## config.mk

```make
export PLATFORM = sky130hd
export DESIGN_NAME = lpa_div
export DESIGN_NICKNAME = d
export VERILOG_FILES = /design/src/rtl/core/lpa_pkg.sv /design/src/rtl/core/lpa_div.sv
export SDC_FILE = /design/constraint.sdc
export NUM_CORES = 2
export LEC_CHECK = 0
export BUFFER_PORTS_ARGS = -buffer_cell sky130_fd_sc_hd__buf_2
export CORE_ASPECT_RATIO = 0.5
export CORE_MARGIN = 2
export CORE_UTILIZATION = 60
export DETAILED_ROUTE_END_ITERATION = 8
export GPL_TIMING_DRIVEN = 1
export PLACE_DENSITY = 0.85
export SLEW_MARGIN = 40
export SYNTH_ARGS = -nofsm -noshare
export SYNTH_HDL_FRONTEND = slang
export SYNTH_SLANG_ARGS = --single-unit
```

## constraint.sdc

```tcl
create_clock -name clk -period 8.61 [get_ports clk]
set_input_delay 1.2915 -clock clk [delete_from_list [all_inputs] [get_ports clk]]
set_output_delay 1.2915 -clock clk [all_outputs]
set_load 0.05 [all_outputs]
```

## src/rtl/core/lpa_pkg.sv

```systemverilog
`default_nettype none
package lpa_pkg;

  // register indexes on the configuration port
  localparam logic [2:0] REG_BW       = 3'd0;
  localparam logic [2:0] REG_SF       = 3'd1;
  localparam logic [2:0] REG_CR       = 3'd2;
  localparam logic [2:0] REG_PRE      = 3'd3;
  localparam logic [2:0] REG_CRC      = 3'd4;
  localparam logic [2:0] REG_EXPL     = 3'd5;
  localparam logic [2:0] REG_FIXLEN   = 3'd6;

  // result status codes
  localparam logic [1:0] ST_OK        = 2'd0;
  localparam logic [1:0] ST_INVALID   = 2'd1;
  localparam logic [1:0] ST_OVERFLOW  = 2'd2;

  // datapath widths
  localparam int NUM_W   = 42;  // rounded-up numerator
  localparam int DIV_W   = 21;  // four times the bandwidth
  localparam int RECIP_W = 18;  // reciprocal constant
  localparam int RECIP_SH = 20; // reciprocal scale

  typedef struct packed {
    logic [18:0] bw_hz;
    logic [3:0]  sf;
    logic [3:0]  cr;
    logic [15:0] pre;
    logic        crc;
    logic        expl;
    logic [7:0]  fixlen;
  } cfg_t;

  // numerator handed from the symbol pipeline to the divider
  typedef struct packed {
    logic             ok;
    logic [NUM_W-1:0] num;
  } num_t;

  // quotient leaving the divider
  typedef struct packed {
    logic             ok;
    logic [NUM_W-1:0] quo;
  } quo_t;

  // snap a raw bandwidth to a standard value, zero when unknown
  function automatic logic [18:0] snap_bw(input logic [18:0] raw);
    logic [18:0] r;
    case (raw)
      19'd7800, 19'd7812:     r = 19'd7812;
      19'd10400, 19'd10417:   r = 19'd10417;
      19'd15600, 19'd15625:   r = 19'd15625;
      19'd20800, 19'd20833:   r = 19'd20833;
      19'd31250:              r = 19'd31250;
      19'd41667, 19'd41700:   r = 19'd41667;
      19'd62500:              r = 19'd62500;
      19'd125000:             r = 19'd125000;
      19'd250000:             r = 19'd250000;
      19'd500000:             r = 19'd500000;
      default:                r = 19'd0;
    endcase
    return r;
  endfunction

  // ceil(2^20 / k) for the symbol divisor k in 5..12
  function automatic logic [RECIP_W-1:0] recip(input logic [3:0] k);
    logic [RECIP_W-1:0] m;
    case (k)
      4'd5:    m = 18'd209716;
      4'd6:    m = 18'd174763;
      4'd7:    m = 18'd149797;
      4'd8:    m = 18'd131072;
      4'd9:    m = 18'd116509;
      4'd10:   m = 18'd104858;
      4'd11:   m = 18'd95326;
      4'd12:   m = 18'd87382;
      default: m = 18'd0;
    endcase
    return m;
  endfunction

endpackage
`default_nettype wire

```

## src/rtl/core/lpa_div.sv

```systemverilog
`default_nettype none
module lpa_div (
  input  wire                        clk,
  input  wire                        rst,
  input  wire                        en,
  input  wire  [lpa_pkg::DIV_W-1:0]  divisor,
  input  wire                        in_valid,
  input  lpa_pkg::num_t              in_num,
  output logic                       out_valid,
  output lpa_pkg::quo_t              out_quo
);
  import lpa_pkg::*;

  // one quotient bit per stage, restoring
  logic             vl  [0:NUM_W];
  logic             okv [0:NUM_W];
  logic [NUM_W-1:0] dn  [0:NUM_W];
  logic [NUM_W-1:0] qt  [0:NUM_W];
  logic [DIV_W-1:0] rm  [0:NUM_W];

  assign vl[0]  = in_valid;
  assign okv[0] = in_num.ok;
  assign dn[0]  = in_num.num;
  assign qt[0]  = '0;
  assign rm[0]  = '0;

  for (genvar i = 0; i < NUM_W; i++) begin : g_stage
    logic [DIV_W:0] trial;
    logic           fits;

    // bring down the next dividend bit and try the subtract
    always_comb begin
      trial = {rm[i], dn[i][NUM_W-1]};
      fits  = (trial >= {1'b0, divisor});
    end

    always_ff @(posedge clk) begin
      if (rst) begin
        vl[i+1] <= 1'b0;
      end else if (en) begin
        vl[i+1] <= vl[i];
      end
    end

    always_ff @(posedge clk) begin
      if (en) begin
        okv[i+1] <= okv[i];
        dn[i+1]  <= {dn[i][NUM_W-2:0], 1'b0};
        qt[i+1]  <= {qt[i][NUM_W-2:0], fits};
        rm[i+1]  <= fits ? DIV_W'(trial - {1'b0, divisor}) : trial[DIV_W-1:0];
      end
    end
  end

  assign out_valid   = vl[NUM_W];
  assign out_quo.ok  = okv[NUM_W];
  assign out_quo.quo = qt[NUM_W];

endmodule
`default_nettype wire

```

# ---- Word level (Yosys, flattened, before mapping)
# Cells that the tools add are included.
dict set report word_totals {
  reg_bits 2709
  input_bits 68
  wordCells 333
}
dict set report op_classes {
  n_addsub 41
  magnitude_cmp 42
  n_mux 41
}
# operator n
set op_table {}
lappend op_table {{$ge A22 B21 Y1} 41}
lappend op_table {{$mux W21} 40}
lappend op_table {{$sub A21 B21 Y21} 40}
lappend op_table {{$ge A1 B21 Y1} 1}
lappend op_table {{$sub A1 B21 Y21} 1}
lappend op_table {{$mux W1} 1}

# ---- Longest topological paths before layout
dict set report depth {
  word_depth 2
  ltp_mapped 15
  depth_no_buf 14
}

# ---- Worst setup path after synthesis
# Ideal clock, no wire load.
dict set report synth_path {
  path_type {input port to flip-flop}
  start {in divisor[1] (netlist name)}
  end {reg rm, in the netlist g_stage[7].trial[20] (data pin)}
  setup_ns 0.260
  arrival_ns 6.303
  required_time_ns 8.350
  setup_slack_ns 2.047
  stages 11
  path_buffers 0
  path_cell_list {inv_1 ha_1 nor2b_1 o21a_1 o21ai_1 a211oi_1 or3_1 a2111oi_0 or4b_2 nand3_1 mux2_2}
}
dict set report synth_via {
  elab_chain_len 2
}
# element line_no
set synth_lines {}
lappend synth_lines {{start: declaration} lpa_div.sv:6} ;# input wire [lpa_pkg::DIV_W-1:0] divisor,
lappend synth_lines {{$sub A21 B21 Y21 or $ge A22 B21 Y1 (tied branches)} {lpa_div.sv:50, lpa_div.sv:34}}
lappend synth_lines {{$mux W21 (*)} lpa_div.sv:50} ;# rm[i+1] <= fits ? DIV_W'(trial - {1'b0, divisor}) : trial[DIV_W-1:0];
lappend synth_lines {{end signal: indexed assignment} lpa_div.sv:50}
lappend synth_lines {{end: declaration} lpa_div.sv:19} ;# logic [DIV_W-1:0] rm [0:NUM_W];
# Mark *: on every way between the ends. The rest lies on a longest branch, timed or not.
# A chain may end at the register's enable or synchronous reset.

# ---- Worst setup path after layout
dict set report layout_path {
  start {in divisor[0] (netlist name)}
  end {reg rm, in the netlist g_stage[28].trial[10] (data pin)}
}
# Same word-level chain as after synthesis.

==> impl_metrics.json <==
{
  "status": "complete, no violations",
  "ir_worst_vdd_mv": 0.2741,
  "root_buffer": "clkbuf_16",
  "p_total_mw": 52.99,
  "synth-edff-count": 2667,
  "grt_pass1_wl_mm": 429.3,
  "crit_fanout": 23,
  "startpoint_type": "input port",
  "placed_cells": 12636,
  "power_density_mw_per_mm2": 371.7,
  "initial_core_util_pct": 60.64,
  "critPathMaxStageDelay_ns": 0.72,
  "rows": 120,
  "grt_pass1_vias": 78227,
  "antenna_found_initial": 6,
  "hold_buffers": 0,
  "fill_cells": 14726,
  "antenna_left": 0,
  "worstPathRequired_ns": 9.26,
  "synth-seq-cells": 2709,
  "critPathArrivalTime_ns": 6.18,
  "fin_setup_tns_ns": 0,
  "drcViolationCount": 0,
  "clk_pin_slew_ns": 0.07,
  "die_w_um": 663.5,
  "cts_resized": 0,
  "relSlewSlack_pct": 37.60,
  "synthFlopType": "edfxtp_1",
  "layout_common_cells": "edfxtp_1 (2,667), ha_1 (863), a21oi_1 (782), nor2_1 (643), o21ai_0 (576)",
  "hold_viol_final": 0,
  "finish.utilization_pct": 66.26,
  "vias": 80389,
  "drv_cap": 0,
  "postCtsSetupBuffers": 0,
  "clock-sinks": 2709,
  "synth_nets": 10730,
  "skew_ns": 0.08324,
  "fin_hold_ws_ns": 0.3533,
  "slowest_stage": "a41oi_2",
  "wirelength_mm": 275.4,
  "layout.cells.non_filler": 13059,
  "setup_violations": 0,
  "clk_path_buf_depth": 4,
  "ys_types": 88,
  "clk_latency_ns": 0.91,
  "drt_first_pass_iters": 9,
  "tightestPinTransition_ns": 0.9359,
  "cts_tree": "built",
  "syn_avg_cell_area_um2": 13.37,
  "end_kind": "flip-flop",
  "grt_max_degree": 160,
  "core_area_mm2": 0.2152,
  "crit_chain": "buf_2 > buf_4 > ha_1 > inv_1 > fa_1 > a21oi_1 > o21ai_0 > a2111oi_1 > nor3_1 > a2111oi_0 > nor2b_1 > a41oi_2 > buf_4 > mux2_2",
  "ioPinCount": 112,
  "drive_gt1_share_pct": 10.37,
  "netlist_area_mm2": 0.1305,
  "fin_nets": 10976,
  "period_needed_ns": 5.525,
  "htreeDepth": 4,
  "syn_inst": 9759,
  "io_buffers": 111,
  "grt_usage_pct": 24.39,
  "cp_common_cell": "buf_4",
  "dieArea_mm2": 0.2214,
  "leakage_nw": 53.49,
  "cts_made_buffers": 231,
  "gp_congestion": 0.9391,
  "final_common_cell": "edfxtp_1",
  "grt_overflow": 0,
  "worstSetupPathType": "in2reg",
  "worstHoldPathType": "reg2reg",
  "ys_seq_area_share_pct": 62.02,
  "vias_per_cell": 6.156,
  "ys_warn_count": 0,
  "post-dp-hpwl_mm": 179.6,
  "async_flop_share_pct": 0,
  "rsz0062_at_grt": "false",
  "fmax_mhz": 181.0,
  "fin_crit_sh_pct": 64.17,
  "finalMaxSlewViolations": 0,
  "syn_to_final_growth_pct": 9.263,
  "first_iter_violations": 8304,
  "dieHeight_um": 333.7,
  "wire_per_inst_um": 21.09
}
-- routing by layer --
| metal | GRT usage, % | vias up | share of wire [%] |
|---|---|---|---|
| met5 | 0 | - | 0.0051 |
| met4 | 8.584 | 2 | 3.7 |
| met3 | 3.974 | 646 | 7.7 |
| met2 | 39.42 | 3097 | 46 |
| met1 | 33.82 | 38887 | 42 |
| li1 | - | 37757 | - |
-- power by group --
part	switching, mW	internal, mW
sequential	1.72	18.8
clock	4.83	5.66
combinational	12.3	9.68
-- Yosys cell counts (57+ instances only) --
| library cell | instances | area (um2) |
|---|---|---|
| edfxtp_1 | 2667 | 80090 |
| ha_1 | 863 | 10800 |
| a21oi_1 | 784 | 3924 |
| nor2_1 | 644 | 2417 |
| o21ai_0 | 579 | 2898 |
| nand2_1 | 538 | 2019 |
| xnor2_1 | 422 | 3696 |
| mux2_2 | 364 | 4099 |
| a21o_1 | 324 | 2432 |
| inv_1 | 318 | 1194 |
| xor2_1 | 249 | 2181 |
| nor3_1 | 142 | 710.7 |
| nand3_1 | 140 | 700.7 |
| clkbuf_1 | 128 | 480.5 |
| nor2b_1 | 114 | 713.2 |
| o21a_1 | 113 | 848.3 |
| nand4_1 | 104 | 650.6 |
| nand2b_1 | 94 | 588.1 |
| o21bai_1 | 87 | 653.1 |
| a31oi_1 | 82 | 513.0 |
| mux2i_1 | 77 | 770.7 |
| and3_1 | 74 | 462.9 |
| a211oi_1 | 68 | 510.5 |
| or3_1 | 57 | 356.6 |
-- cell type report --
cell class                 count  area [um2]  share of cell area [%]
sequential                  2709       80930                   56.77
inverter                     320        1210                  0.8487
multi-input combinational   6511       47490                   33.31
tap                         2867        3587                   2.516
timing repair buffer         232        1907                   1.338
clock buffer                 272        5944                   4.170
clock inverter               145        1489                   1.044
antenna                        3       7.507                0.005266
-- worst paths after layout --
check        slack, ns               endpoint  startpoint  cells past startpoint
max               3.08  g_stage[28].trial[10]  divisor[0]                     14
min               0.35                qt[817]     qt[858]                      0
max reg2reg       4.05  g_stage[28].trial[10]     dn[671]                     13
min reg2reg       0.35                qt[817]     qt[858]                      0
-- kinds of logic after synthesis --
kind of cell    Yosys count  synth area share [%]
xor+xnor                671                 4.504
fa+ha+maj               903                 8.889
mux                     458                 3.879
compound gates         2435                 11.62
flops                  2709                 62.02
simple gates           2044                 7.356
buf+inv                 539                 1.727
-- stage by stage --
step	setup slack, ns	instance area (um2)
floorplan	2.047	130500
global placement	2.340	134800
detailed placement	2.302	135000
CTS	3.249	142500
global route	2.945	142600
finish	3.085	142600
-- registers in the layout, summed over array words and instances, names as in the netlist --
register	count
out_quo	43
out_valid	1
dn	861
okv	41
qt	861
g_stage.trial	861
vl	41
-- critical path: cells and delay by family --
family / cells / cell delay, ns
AO/OA/AOI/OAI: 5 / 2.15
buffers and inverters: 4 / 1.40
adder cells (fa/ha/maj): 2 / 0.61
multiplexers: 1 / 0.35
AND/OR/NAND/NOR: 2 / 0.30
(Power assumes the default switching activity.)
