==> config.mk <==
export PLATFORM = sky130hd
export DESIGN_NAME = lpa_cfg
export DESIGN_NICKNAME = d
export VERILOG_FILES = /design/src/rtl/core/lpa_pkg.sv /design/src/rtl/core/lpa_cfg.sv
export SDC_FILE = /design/constraint.sdc
export NUM_CORES = 1
export LEC_CHECK = 0
export BUFFER_PORTS_ARGS = -buffer_cell sky130_fd_sc_hd__buf_2
export CORE_MARGIN = 2
export CORE_UTILIZATION = 49
export DETAILED_ROUTE_END_ITERATION = 10
export PLACE_DENSITY = 0.87
export SLEW_MARGIN = 20
export SYNTH_ARGS = -nofsm -noshare
export SYNTH_HDL_FRONTEND = slang
export SYNTH_SLANG_ARGS = --single-unit
==> constraint.sdc <==
create_clock -name clk -period 1.8 [get_ports clk]
set_input_delay 0.45 -clock clk [delete_from_list [all_inputs] [get_ports clk]]
set_output_delay 0.45 -clock clk [all_outputs]
set_load 0.005 [all_outputs]
==> src/rtl/core/lpa_pkg.sv <==
`default_nettype none
package lpa_pkg;

  // register indexes on the configuration port
  localparam logic [2:0] REG_BW       = 3'd0;
  localparam logic [2:0] REG_SF       = 3'd1;
  localparam logic [2:0] REG_CR       = 3'd2;
  localparam logic [2:0] REG_PRE      = 3'd3;
  localparam logic [2:0] REG_CRC      = 3'd4;
  localparam logic [2:0] REG_EXPL     = 3'd5;
  localparam logic [2:0] REG_FIXLEN   = 3'd6;

  // result status codes
  localparam logic [1:0] ST_OK        = 2'd0;
  localparam logic [1:0] ST_INVALID   = 2'd1;
  localparam logic [1:0] ST_OVERFLOW  = 2'd2;

  // datapath widths
  localparam int NUM_W   = 42;  // rounded-up numerator
  localparam int DIV_W   = 21;  // four times the bandwidth
  localparam int RECIP_W = 18;  // reciprocal constant
  localparam int RECIP_SH = 20; // reciprocal scale

  typedef struct packed {
    logic [18:0] bw_hz;
    logic [3:0]  sf;
    logic [3:0]  cr;
    logic [15:0] pre;
    logic        crc;
    logic        expl;
    logic [7:0]  fixlen;
  } cfg_t;

  // numerator handed from the symbol pipeline to the divider
  typedef struct packed {
    logic             ok;
    logic [NUM_W-1:0] num;
  } num_t;

  // quotient leaving the divider
  typedef struct packed {
    logic             ok;
    logic [NUM_W-1:0] quo;
  } quo_t;

  // snap a raw bandwidth to a standard value, zero when unknown
  function automatic logic [18:0] snap_bw(input logic [18:0] raw);
    logic [18:0] r;
    case (raw)
      19'd7800, 19'd7812:     r = 19'd7812;
      19'd10400, 19'd10417:   r = 19'd10417;
      19'd15600, 19'd15625:   r = 19'd15625;
      19'd20800, 19'd20833:   r = 19'd20833;
      19'd31250:              r = 19'd31250;
      19'd41667, 19'd41700:   r = 19'd41667;
      19'd62500:              r = 19'd62500;
      19'd125000:             r = 19'd125000;
      19'd250000:             r = 19'd250000;
      19'd500000:             r = 19'd500000;
      default:                r = 19'd0;
    endcase
    return r;
  endfunction

  // ceil(2^20 / k) for the symbol divisor k in 5..12
  function automatic logic [RECIP_W-1:0] recip(input logic [3:0] k);
    logic [RECIP_W-1:0] m;
    case (k)
      4'd5:    m = 18'd209716;
      4'd6:    m = 18'd174763;
      4'd7:    m = 18'd149797;
      4'd8:    m = 18'd131072;
      4'd9:    m = 18'd116509;
      4'd10:   m = 18'd104858;
      4'd11:   m = 18'd95326;
      4'd12:   m = 18'd87382;
      default: m = 18'd0;
    endcase
    return m;
  endfunction

endpackage
`default_nettype wire

==> src/rtl/core/lpa_cfg.sv <==
`default_nettype none
module lpa_cfg (
  input  wire               clk,
  input  wire               rst,
  input  wire               cfg_we,
  input  wire         [2:0] cfg_index,
  input  wire        [18:0] cfg_data,
  output lpa_pkg::cfg_t     cfg
);
  import lpa_pkg::*;

  // modem setting registers
  always_ff @(posedge clk) begin
    if (rst) begin
      cfg.bw_hz  <= 19'd125000;
      cfg.sf     <= 4'd7;
      cfg.cr     <= 4'd5;
      cfg.pre    <= 16'd8;
      cfg.crc    <= 1'b1;
      cfg.expl   <= 1'b1;
      cfg.fixlen <= 8'd0;
    end else if (cfg_we) begin
      case (cfg_index)
        REG_BW:     cfg.bw_hz  <= cfg_data;
        REG_SF:     cfg.sf     <= cfg_data[3:0];
        REG_CR:     cfg.cr     <= cfg_data[3:0];
        REG_PRE:    cfg.pre    <= cfg_data[15:0];
        REG_CRC:    cfg.crc    <= cfg_data[0];
        REG_EXPL:   cfg.expl   <= cfg_data[0];
        REG_FIXLEN: cfg.fixlen <= cfg_data[7:0];
        default: ;
      endcase
    end
  end

endmodule
`default_nettype wire

# Yosys cells after proc, flatten, opt, wreduce, memory -nomap -nowiden
# Index checks and enable logic that the tools add are counted.
totals:
  n_memories: 0
  out_inout_bits: 53
  in_bits: 25
  romBits: 0
  word_cells: 21
  regBits: 53
  latch_bits: 0
  ram_bits: 0
classes:
  reduce_logical: 8
  n_mux: 0
  bitwise_logic: 0
  n_mul: 0
  n_shift: 0
  addsub: 0
  eq_ne: 6
  order_cmp: 0
  div: 0
op_table:
  columns: ["op", "count"]
  rows:
  - ["2-bit AND reduction", 7]
  - ["3-bit equality test (second input constant)", 3]
  - ["3-bit by 2-bit equality test with 1-bit output (second input constant)", 2]
  - ["3-bit by 1-bit equality test with 1-bit output (second input constant)", 1]
  - ["3-bit logical NOT", 1]

# Depth between registers and ports, before layout
# Gate-level depths: netlist (run 1).
logic_depth:
  word_depth: 2
  ltp_mapped: 5
  depth_no_buf: 2

# Least setup slack after synthesis (run 1)
# Ideal clock, no wire load.
synth_timing:
  path_type: "in2reg"
  start: "input cfg_index[1]"
  end: "register cfg[38] in the netlist's numbering"
  path_buffers: 2
  arrival_ns: 1.361
  slack_ns: 0.319
  t_required_ns: 1.681
  path_stages: 4
  setup_ns: 0.119
  cell_sequence: "buf_4 or4b_1 buf_6 mux2i_1"
synth_via:
  elab_chain_cells: 2
synth_lines:
  columns: ["element", "line_no", "rtl"]
  rows:
  - ["start: declaration", "lpa_cfg.sv:6", "input wire [2:0] cfg_index,"]
  - ["3-bit logical NOT", "lpa_cfg.sv:23", "case (cfg_index)"]
  - ["2-bit AND reduction (no source line)", null, null]
  - ["end: declaration", "lpa_cfg.sv:8", "output lpa_pkg::cfg_t cfg"]
# Every way passes these cells.
# A chain may end at the register's enable or synchronous reset.

# Worst setup path after layout (run 1)
layout_timing:
  start: "input cfg_index[0]"
  end: "register cfg[39] in the netlist's numbering"
# The elaborated chain is that of the path after synthesis.

==> flow_summary.json, run 1 <==
{
  "ant_nets": 0,
  "vias_per_cell": 4.879,
  "wl_per_cell_um": 13.19,
  "clockBufferDepth": 2,
  "slowest_stage": "or4b_1",
  "port_buffers": 77,
  "tritoncts": "yes",
  "cts-htree-levels": 2,
  "min_path_type": "in -> reg",
  "grt_start_max_net_pins": 55,
  "r2r-end": "cfg[30]",
  "biggestRegsByFlops": "cfg: 53 flops",
  "regMostFlops": "cfg",
  "cts_root_buffer": "clkbuf_8",
  "syn_area_um2": 2240,
  "drtPass1Iterations": 4,
  "holdBufCountCts": 0,
  "layout_commonest_cell": "buf_2",
  "holdPathEnd": "cfg[52]",
  "antenna_found_initial": 0,
  "dpl.hpwl_mm": 3.303,
  "hold_violations": 0,
  "worstSetupEndpointType": "flip-flop",
  "drive_gt1_share_pct": 31.94,
  "critPathTopFamily": "simple AND/OR/NAND/NOR gates",
  "tightestPinTransition_ns": 0.4618,
  "yosysTopAreaCell": "dfxtp_1",
  "gp_congestion": 0.7450,
  "ys_warn_count": 0,
  "rrSetupSlack_ns": 1.17,
  "syn-instance-count": 215,
  "worstHoldStart": "cfg_data[18]",
  "synth.area.top_cells": "dfxtp_1, mux2i_1, nand2b_1",
  "cts_resized": 0,
  "grt-ovfl-total": 0,
  "rows": 24,
  "p_leak_nw": 1.298,
  "cts_setup_buffers": 0,
  "seq_area_frac_synth_pct": 47.37,
  "setup_viol": 0,
  "powerDensity_nw_per_um2": 749.9,
  "largest_register_ffs": 53,
  "synth_nets": 240,
  "busiest_layer": "met2",
  "slew_violations": 0,
  "fmax_ghz": 0.7108,
  "synth_top_area_share_pct": 47.37,
  "cp-start-kind": "input port",
  "die_y_um": 71.61,
  "worstPathRequired_ns": 1.98,
  "boundaryPins": 78,
  "totalNegativeSetupSlack_ns": 0,
  "die_w_um": 71.61,
  "synth_cell_types": 14,
  "grt_pass1_wl_mm": 7.458,
  "finish.utilization_pct": 62.39,
  "ir_worst_vdd_mv": 0.4284,
  "rsz0062_at_grt": "false",
  "via_count": 1659,
  "layout_common_cells": "buf_2, nand2b_1, mux2i_1, dfxtp_1, nor2_1",
  "relSlewSlack_pct": 69.21,
  "syn_area_per_cell_um2": 10.42,
  "fin_crit_ns": 1.407,
  "fin_nets": 312,
  "whs_path_depth": 3,
  "status": "completed",
  "crit_buf_inv": 1,
  "area_delta_synth_final_pct": 22.12,
  "clk_pin_slew_worst_paths_ns": 0.08,
  "cts_sinks": 53,
  "cpPeakStageDelay_ns": 0.78,
  "die-area_um2": 5127,
  "critPathArrivalTime_ns": 1.58,
  "routed_wl_mm": 4.483,
  "diodes": 0,
  "fin_worst_skew_ns": 0,
  "crit_start": "cfg_index[0]",
  "path_max_fanout": 9,
  "initial_utilization_pct": 51.08,
  "drc": 0,
  "use_met3_pct": 4.782,
  "path_cells": "buf_2 -> or4b_1 -> mux2i_1",
  "critical_path_class": "in -> reg",
  "finalCritPeriodShare_pct": 78.16,
  "met2_usage_pct": 31.17,
  "grt_use_total_pct": 18.44,
  "core_area_um2": 4384,
  "grt_pass1_vias": 1635,
  "max_cap_viol_count": 0,
  "insertion_delay_ns": 0.30,
  "ys_ff_latch": 53,
  "r2r_cells": 2,
  "rr_startpoint": "cfg[30]",
  "grt_util_met1_pct": 23.14,
  "first_iter_violations": 94,
  "cts_inserted_buffers": 5
}
-- tightest hold or removal path, stage by stage --
cell and delay [ns]:
buf_2 0.09, nand2b_1 0.06, mux2i_1 0.06
-- worst max-delay path by stage --
stage | end | slack [ns] | cells past startpoint
finish | cfg[39] | 0.39 | 3
global route | cfg[39] | 0.36 | 3
CTS | cfg[39] | 0.41 | 3
detailed placement | cfg[39] | 0.08 | 3
global placement | cfg[39] | 0.13 | 3
floorplan | cfg[38] | 0.32 | 4
-- through the flow --
| stage | area (um^2) | setup WS [ns] | power, mW | hold WS (ns) | cells |
|---|---|---|---|---|---|
| after detailed placement | 2653 | 0.07978 | 1.434 | 0.4602 | 332 |
| after global routing | 2735 | 0.3565 | 2.130 | 0.4093 | 340 |
| after floorplan | 2240 | 0.3195 | 1.359 | 0.4650 | 215 |
| after global placement | 2653 | 0.1319 | 1.429 | 0.4546 | 332 |
| after CTS | 2735 | 0.4061 | 2.071 | 0.3987 | 340 |
| final | 2735 | 0.3930 | 2.051 | 0.4044 | 340 |
-- power by group --
part           internal, mW  leakage [nW]  switching (mW)
Combinational         0.100         0.824          0.0940
Sequential             1.20         0.430          0.0131
Clock                 0.271        0.0450           0.375
Total                  1.57          1.30           0.482
-- cell type report --
cell class | count | area [um^2]
well taps | 52 | 65.06
clock inverters | 2 | 10.01
clock buffers | 6 | 72.57
multi-input cells | 143 | 1076
fillers | 356 | 1649
repair buffers | 84 | 450.4
flip-flops and latches | 53 | 1061
-- routing by layer --
| layer | part of all wire, % | wire length, um |
|---|---|---|
| met1 | 46 | 2069 |
| met2 | 47 | 2086 |
| met3 | 6.1 | 273 |
| met4 | 1.2 | 54 |
| met5 | 0 | 0 |
-- synthesized netlist by cell type --
cell and number:
and4b_1 1, buf_2 4, buf_4 3, buf_6 2, clkbuf_1 10, dfxtp_1 53
mux2i_1 53, nand2b_1 56, nand4b_1 3, nand4bb_1 1, nor2_1 25, nor4b_4 1
nor4bb_1 2, or4b_1 1
-- logic make-up (layout without fill, tap and decap cells) --
| logic type | after synthesis | after routing | share of synthesized area, % |
|---|---|---|---|
| and+or+nand+nor | 90 | 90 | 24.36 |
| buffers and inverters | 19 | 92 | 4.581 |
| muxes | 53 | 53 | 23.69 |
| DFF | 53 | 53 | 47.37 |
No activity file was read; power rests on OpenSTA's default activity.
==> run 2, diff against run 1 <==
==> constraint.sdc (replaced) <==
create_clock -name clk -period 1.4 [get_ports clk]
set_input_delay 0.35 -clock clk [delete_from_list [all_inputs] [get_ports clk]]
set_output_delay 0.35 -clock clk [all_outputs]
set_load 0.005 [all_outputs]
==> run 2 against run 1 <==
Core utilization grew 2.3 points. First-iteration DRC count shrank 23%. Routed wire length shrank 0.33%. Combinational power grew 42%. Hold slack lost 0.11 ns. Sequential power grew 29%. Power grew 31%. Critical endpoint is now cfg[38]. Largest power group unchanged.
==> flow_summary.json, run 2 (same netlist as run 1, synthesis figures left out) <==
{
  "critPathArrivalTime_ns": 0.80,
  "dp_cells": 338,
  "fmax_ghz": 0.8712,
  "worstSetupEndpointType": "output pin",
  "layout_common_cells": "buf_2, nand2b_1, mux2i_1, dfxtp_1, nor2_1",
  "die_y_um": 71.61,
  "clockBufferDepth": 2,
  "r2r_cells": 2,
  "vias_per_cell": 4.815,
  "intPower_mw": 2.045,
  "grt_start_max_net_pins": 53,
  "ir_worst_vdd_mv": 0.7699,
  "p_total_mw": 2.696,
  "regMostFlops": "cfg",
  "critical_path_class": "reg -> out",
  "setup_viol": 0,
  "powerDensity_nw_per_um2": 950.2,
  "clk_pin_slew_worst_paths_ns": 0.09,
  "cts_inserted_buffers": 5,
  "slowest_stage": "dfxtp_1",
  "path_cells": "buf_2",
  "drc": 0,
  "die-area_um2": 5127,
  "p_leak_nw": 1.341,
  "routed_wl_mm": 4.468,
  "slew_violations": 0,
  "fin_crit_ns": 1.148,
  "pre_cts_ws_ns": -0.03854,
  "final_cells": 346,
  "cpPeakStageDelay_ns": 0.36,
  "relSlewSlack_pct": 78.98,
  "drtPass1Iterations": 4,
  "min_path_type": "in -> reg",
  "biggestRegsByFlops": "cfg: 53 flops",
  "cts-htree-levels": 2,
  "initial_utilization_pct": 51.08,
  "max_cap_viol_count": 0,
  "cts_setup_buffers": 0,
  "pwr-share-seq_pct": 57.7,
  "tightestPinTransition_ns": 0.3110,
  "swShare_pct": 24.15,
  "via_count": 1666,
  "ant_nets": 0,
  "wl_per_cell_um": 12.91,
  "hold_violations": 0,
  "worstPathRequired_ns": 1.05,
  "gp_congestion": 0.7279,
  "crit_buf_inv": 1,
  "area_delta_synth_final_pct": 26.70,
  "path_depth": 1,
  "diodes": 0,
  "die_w_um": 71.61,
  "tritoncts": "yes",
  "cp-start-kind": "flip-flop",
  "first_iter_violations": 72,
  "p_sw_mw": 0.6511,
  "dpl.hpwl_mm": 3.260,
  "fin_worst_skew_ns": 0,
  "grt-ovfl-total": 0,
  "antenna_found_initial": 0,
  "combPwrFrac_pct": 10.3,
  "critPathTopFamily": "flip-flops",
  "drive_gt1_share_pct": 33.67,
  "cts_sinks": 53,
  "grt_pass1_vias": 1605,
  "holdBufCountCts": 0,
  "finalCritPeriodShare_pct": 81.99,
  "rsz0062_at_grt": "false",
  "core_area_um2": 4384,
  "clockPowerShare_pct": 32.1,
  "path_max_fanout": 2,
  "boundaryPins": 78,
  "layout_commonest_cell": "buf_2",
  "grt_pass1_wl_mm": 7.417,
  "grt_use_total_pct": 18.36,
  "port_buffers": 77,
  "whs_path_depth": 3,
  "insertion_delay_ns": 0.31,
  "rows": 24,
  "fin_nets": 318,
  "largest_register_ffs": 53,
  "cts_resized": 0,
  "status": "completed",
  "cts_root_buffer": "clkbuf_8",
  "setup_slack_ns": 0.2522
}
run 2: cell types whose count changed in the layout (fill, tap and decap cells not counted):
cell        change
buf_12          +4
buf_4           +2
clkinvlp_4      +1
clkinv_2        -1
inv_6           +1
clkbuf_1        -1
run 2: path summary, 6_finish.rpt:
kind / start / endpoint / slack, ns
max: cfg[38] / cfg[38] / 0.25
min: cfg_data[17] / cfg[51] / 0.29
max reg2reg: cfg[38] / cfg[38] / 0.77
min reg2reg: cfg[6] / cfg[6] / 0.47
run 2: cell type report:
cell class	instances	area, um^2
multi-input cells	143	1076
flip-flops and latches	53	1061
clock inverters	3	21.27
fillers	356	1546
repair buffers	90	545.5
well taps	52	65.06
clock buffers	5	68.82
run 2: metrics by stage:
stage               area, um^2  utilization, %  setup TNS (ns)  hold slack, ns
floorplan                 2240               -               0          0.4650
global placement          2748           62.67        -0.06542          0.4549
detailed placement        2748           62.67         -0.2232          0.4619
CTS                       2838           64.73               0          0.2853
global route              2838           64.73               0          0.2867
finish                    2838           64.73               0          0.2948
run 2: worst register-to-register path, stage by stage, from the launching register on:
cell      delay, ns
dfxtp_1        0.36
nand2b_1       0.07
mux2i_1        0.14
run 2: routing by layer:
layer	vias to the layer above	wire length (um)	track usage, %
met2	52	2068	28.60
met4	0	48	6.918
met1	748	2031	24.29
li1	862	-	-
met5	-	0	0
met3	4	319	5.204
run 2: power by group through the flow:
stage | Combinational (mW) | Sequential, mW | Clock [mW]
after floorplan | 0.153 | 1.59 | 0
after global placement | 0.272 | 1.59 | 0
after detailed placement | 0.278 | 1.59 | 0
after CTS | 0.279 | 1.56 | 0.905
after global routing | 0.303 | 1.56 | 0.954
final | 0.276 | 1.56 | 0.864
==> run 3, diff against run 2 <==
--- a/config.mk
+++ b/config.mk
@@ -7,9 +7,9 @@
 export LEC_CHECK = 0
 export BUFFER_PORTS_ARGS = -buffer_cell sky130_fd_sc_hd__buf_2
 export CORE_MARGIN = 2
-export CORE_UTILIZATION = 49
+export CORE_UTILIZATION = 44
 export DETAILED_ROUTE_END_ITERATION = 10
-export PLACE_DENSITY = 0.87
+export PLACE_DENSITY = 0.83
 export SLEW_MARGIN = 20
 export SYNTH_ARGS = -nofsm -noshare
 export SYNTH_HDL_FRONTEND = slang
==> constraint.sdc (replaced) <==
create_clock -name clk -period 1.05 [get_ports clk]
set_input_delay 0.2625 -clock clk [delete_from_list [all_inputs] [get_ports clk]]
set_output_delay 0.2625 -clock clk [all_outputs]
set_load 0.005 [all_outputs]
==> run 3 against run 2 <==
The flow now finishes with violations (setup timing). Routed wire length is 8.1% higher. Combinational power is 38% higher. Critical path depth is 3 higher. Clock skew stayed put. Critical path type is now in -> reg. Largest cell class is now registers. Largest power group unchanged.
==> flow_summary.json, run 3 (same netlist as run 1, synthesis figures left out) <==
{
  "min_path_type": "in -> reg",
  "fin_worst_skew_ns": 0,
  "crit_start": "cfg_index[0]",
  "clockPowerShare_pct": 36.6,
  "endpoint": "cfg[41]",
  "p_leak_nw": 1.393,
  "insertion_delay_ns": 0.30,
  "drtPass1Iterations": 4,
  "cts_root_buffer": "clkbuf_8",
  "finish.utilization_pct": 62.21,
  "grt_use_total_pct": 17.25,
  "placed_area_um2": 2764,
  "critPathArrivalTime_ns": 1.26,
  "vias_per_cell": 4.724,
  "r2r-end": "cfg[1]",
  "setup_viol": 7,
  "rsz0062_at_grt": "true",
  "cts-htree-levels": 2,
  "routed_wl_mm": 4.828,
  "design_area_um2": 2997,
  "violations": "setup timing",
  "rows": 25,
  "fin_nets": 323,
  "grt_pass1_wl_mm": 7.458,
  "drive_gt1_share_pct": 48.16,
  "biggestRegsByFlops": "cfg: 53 flops",
  "r2r_cells": 3,
  "initial_utilization_pct": 46.49,
  "status": "complete, but fails checks",
  "slew_violations": 0,
  "ir_worst_vdd_mv": 0.7409,
  "path_max_fanout": 7,
  "gp_congestion": 0.7572,
  "diodes": 0,
  "max_cap_viol_count": 0,
  "clk_pin_slew_worst_paths_ns": 0.09,
  "worstSetupEndpointType": "flip-flop",
  "via_count": 1729,
  "powerDensity_nw_per_um2": 1296,
  "fin_crit_ns": 1.069,
  "pre_cts_ws_ns": -0.3397,
  "port_buffers": 77,
  "rr_startpoint": "cfg[1]",
  "hold_violations": 0,
  "layout_common_cells": "buf_2, nand2b_1, mux2i_1",
  "boundaryPins": 78,
  "totalNegativeSetupSlack_ns": -0.08716,
  "die-area_um2": 5677,
  "combPwrFrac_pct": 9.8,
  "first_iter_violations": 65,
  "p_total_mw": 3.884,
  "tightestPinTransition_ns": 0.3740,
  "grt_pass1_vias": 1644,
  "fmax_ghz": 0.9352,
  "relSlewSlack_pct": 74.73,
  "regMostFlops": "cfg",
  "p_sw_mw": 0.8436,
  "die_w_um": 75.35,
  "critical_path_class": "in -> reg",
  "worstPathRequired_ns": 1.24,
  "rrSetupSlack_ns": 0.36,
  "antenna_found_initial": 0,
  "grt_start_max_net_pins": 38,
  "intPower_mw": 3.040,
  "cp-start-kind": "input port",
  "wl_per_cell_um": 13.19,
  "layout_commonest_cell": "buf_2",
  "tritoncts": "yes",
  "grt-ovfl-total": 0,
  "cts_sinks": 53,
  "setup_slack_ns": -0.01926,
  "ant_nets": 0,
  "core_area_um2": 4817,
  "finalCritPeriodShare_pct": 101.8,
  "area_delta_synth_final_pct": 33.80,
  "clockBufferDepth": 2,
  "die_y_um": 75.35,
  "dpl.hpwl_mm": 3.532,
  "nFillCells": 423,
  "swShare_pct": 21.72,
  "pwr-share-seq_pct": 53.6,
  "drc": 0,
  "largest_register_ffs": 53,
  "cts_inserted_buffers": 5
}
## run 3: changes by cell type in the layout (fill, tap and decap cells not counted), sizes merged
| cell | change |
|---|---|
| bufinv | +1 |
| inv | -1 |
| clkinv | -1 |
| clkbuf | +1 |
| buf | +5 |
## run 3: repair_timing
action / in CTS / in global routing
gates resized for setup: 3 / 45
hold endpoints to repair: 0 / 0
setup buffers: 0 / 2
hold buffers: 0 / 0
pin swaps: 0 / 0
setup endpoints to repair: 9 / 47
## run 3: worst min-delay path by stage
| stage | slack (ns) | start | cells past startpoint | endpoint |
|---|---|---|---|---|
| final | 0.22 | cfg_data[18] | 3 | cfg[52] |
| after global routing | 0.22 | cfg_data[17] | 3 | cfg[51] |
| after CTS | 0.21 | cfg_data[18] | 3 | cfg[52] |
| after detailed placement | 0.46 | cfg[34] | 2 | cfg[34] |
| after global placement | 0.45 | cfg[21] | 2 | cfg[21] |
| after floorplan | 0.42 | cfg_data[11] | 2 | cfg[21] |
## run 3: power groups by stage
stage	sequential, mW	combinational (mW)	clock, mW
after global placement	2.12	0.364	0
after global routing	2.09	0.414	1.54
after CTS	2.08	0.373	1.46
after floorplan	2.13	0.209	0
after detailed placement	2.12	0.370	0
final	2.08	0.380	1.42
## run 3: layer usage
metal	vias to the layer above	global-route usage [%]	routed length, um
li1	872	-	-
met1	794	22.72	2250
met2	57	28.12	2215
met3	6	4.630	315
met4	0	4.678	46
met5	-	0	0
## run 3: per-stage QoR
step,hold WS [ns],instances
after global placement,0.4545,356
after floorplan,0.4178,215
after detailed placement,0.4583,356
after CTS,0.2112,364
final,0.2179,366
after global routing,0.2177,366
## run 3: cell type report
type                            instances  area, um^2  area share, %
Sequential cell                        53        1111          37.08
Multi-Input combinational cell        143        1076          35.91
Timing Repair Buffer                   95       605.6          20.21
Tap cell                               67       83.83          2.797
Clock buffer                            6       82.58          2.756
Clock inverter                          2       37.54          1.253
## run 3: worst max-delay path: stages
cell and delay, ns:
buf_2 0.10, or4b_1 0.59, buf_6 0.19, mux2i_1 0.11
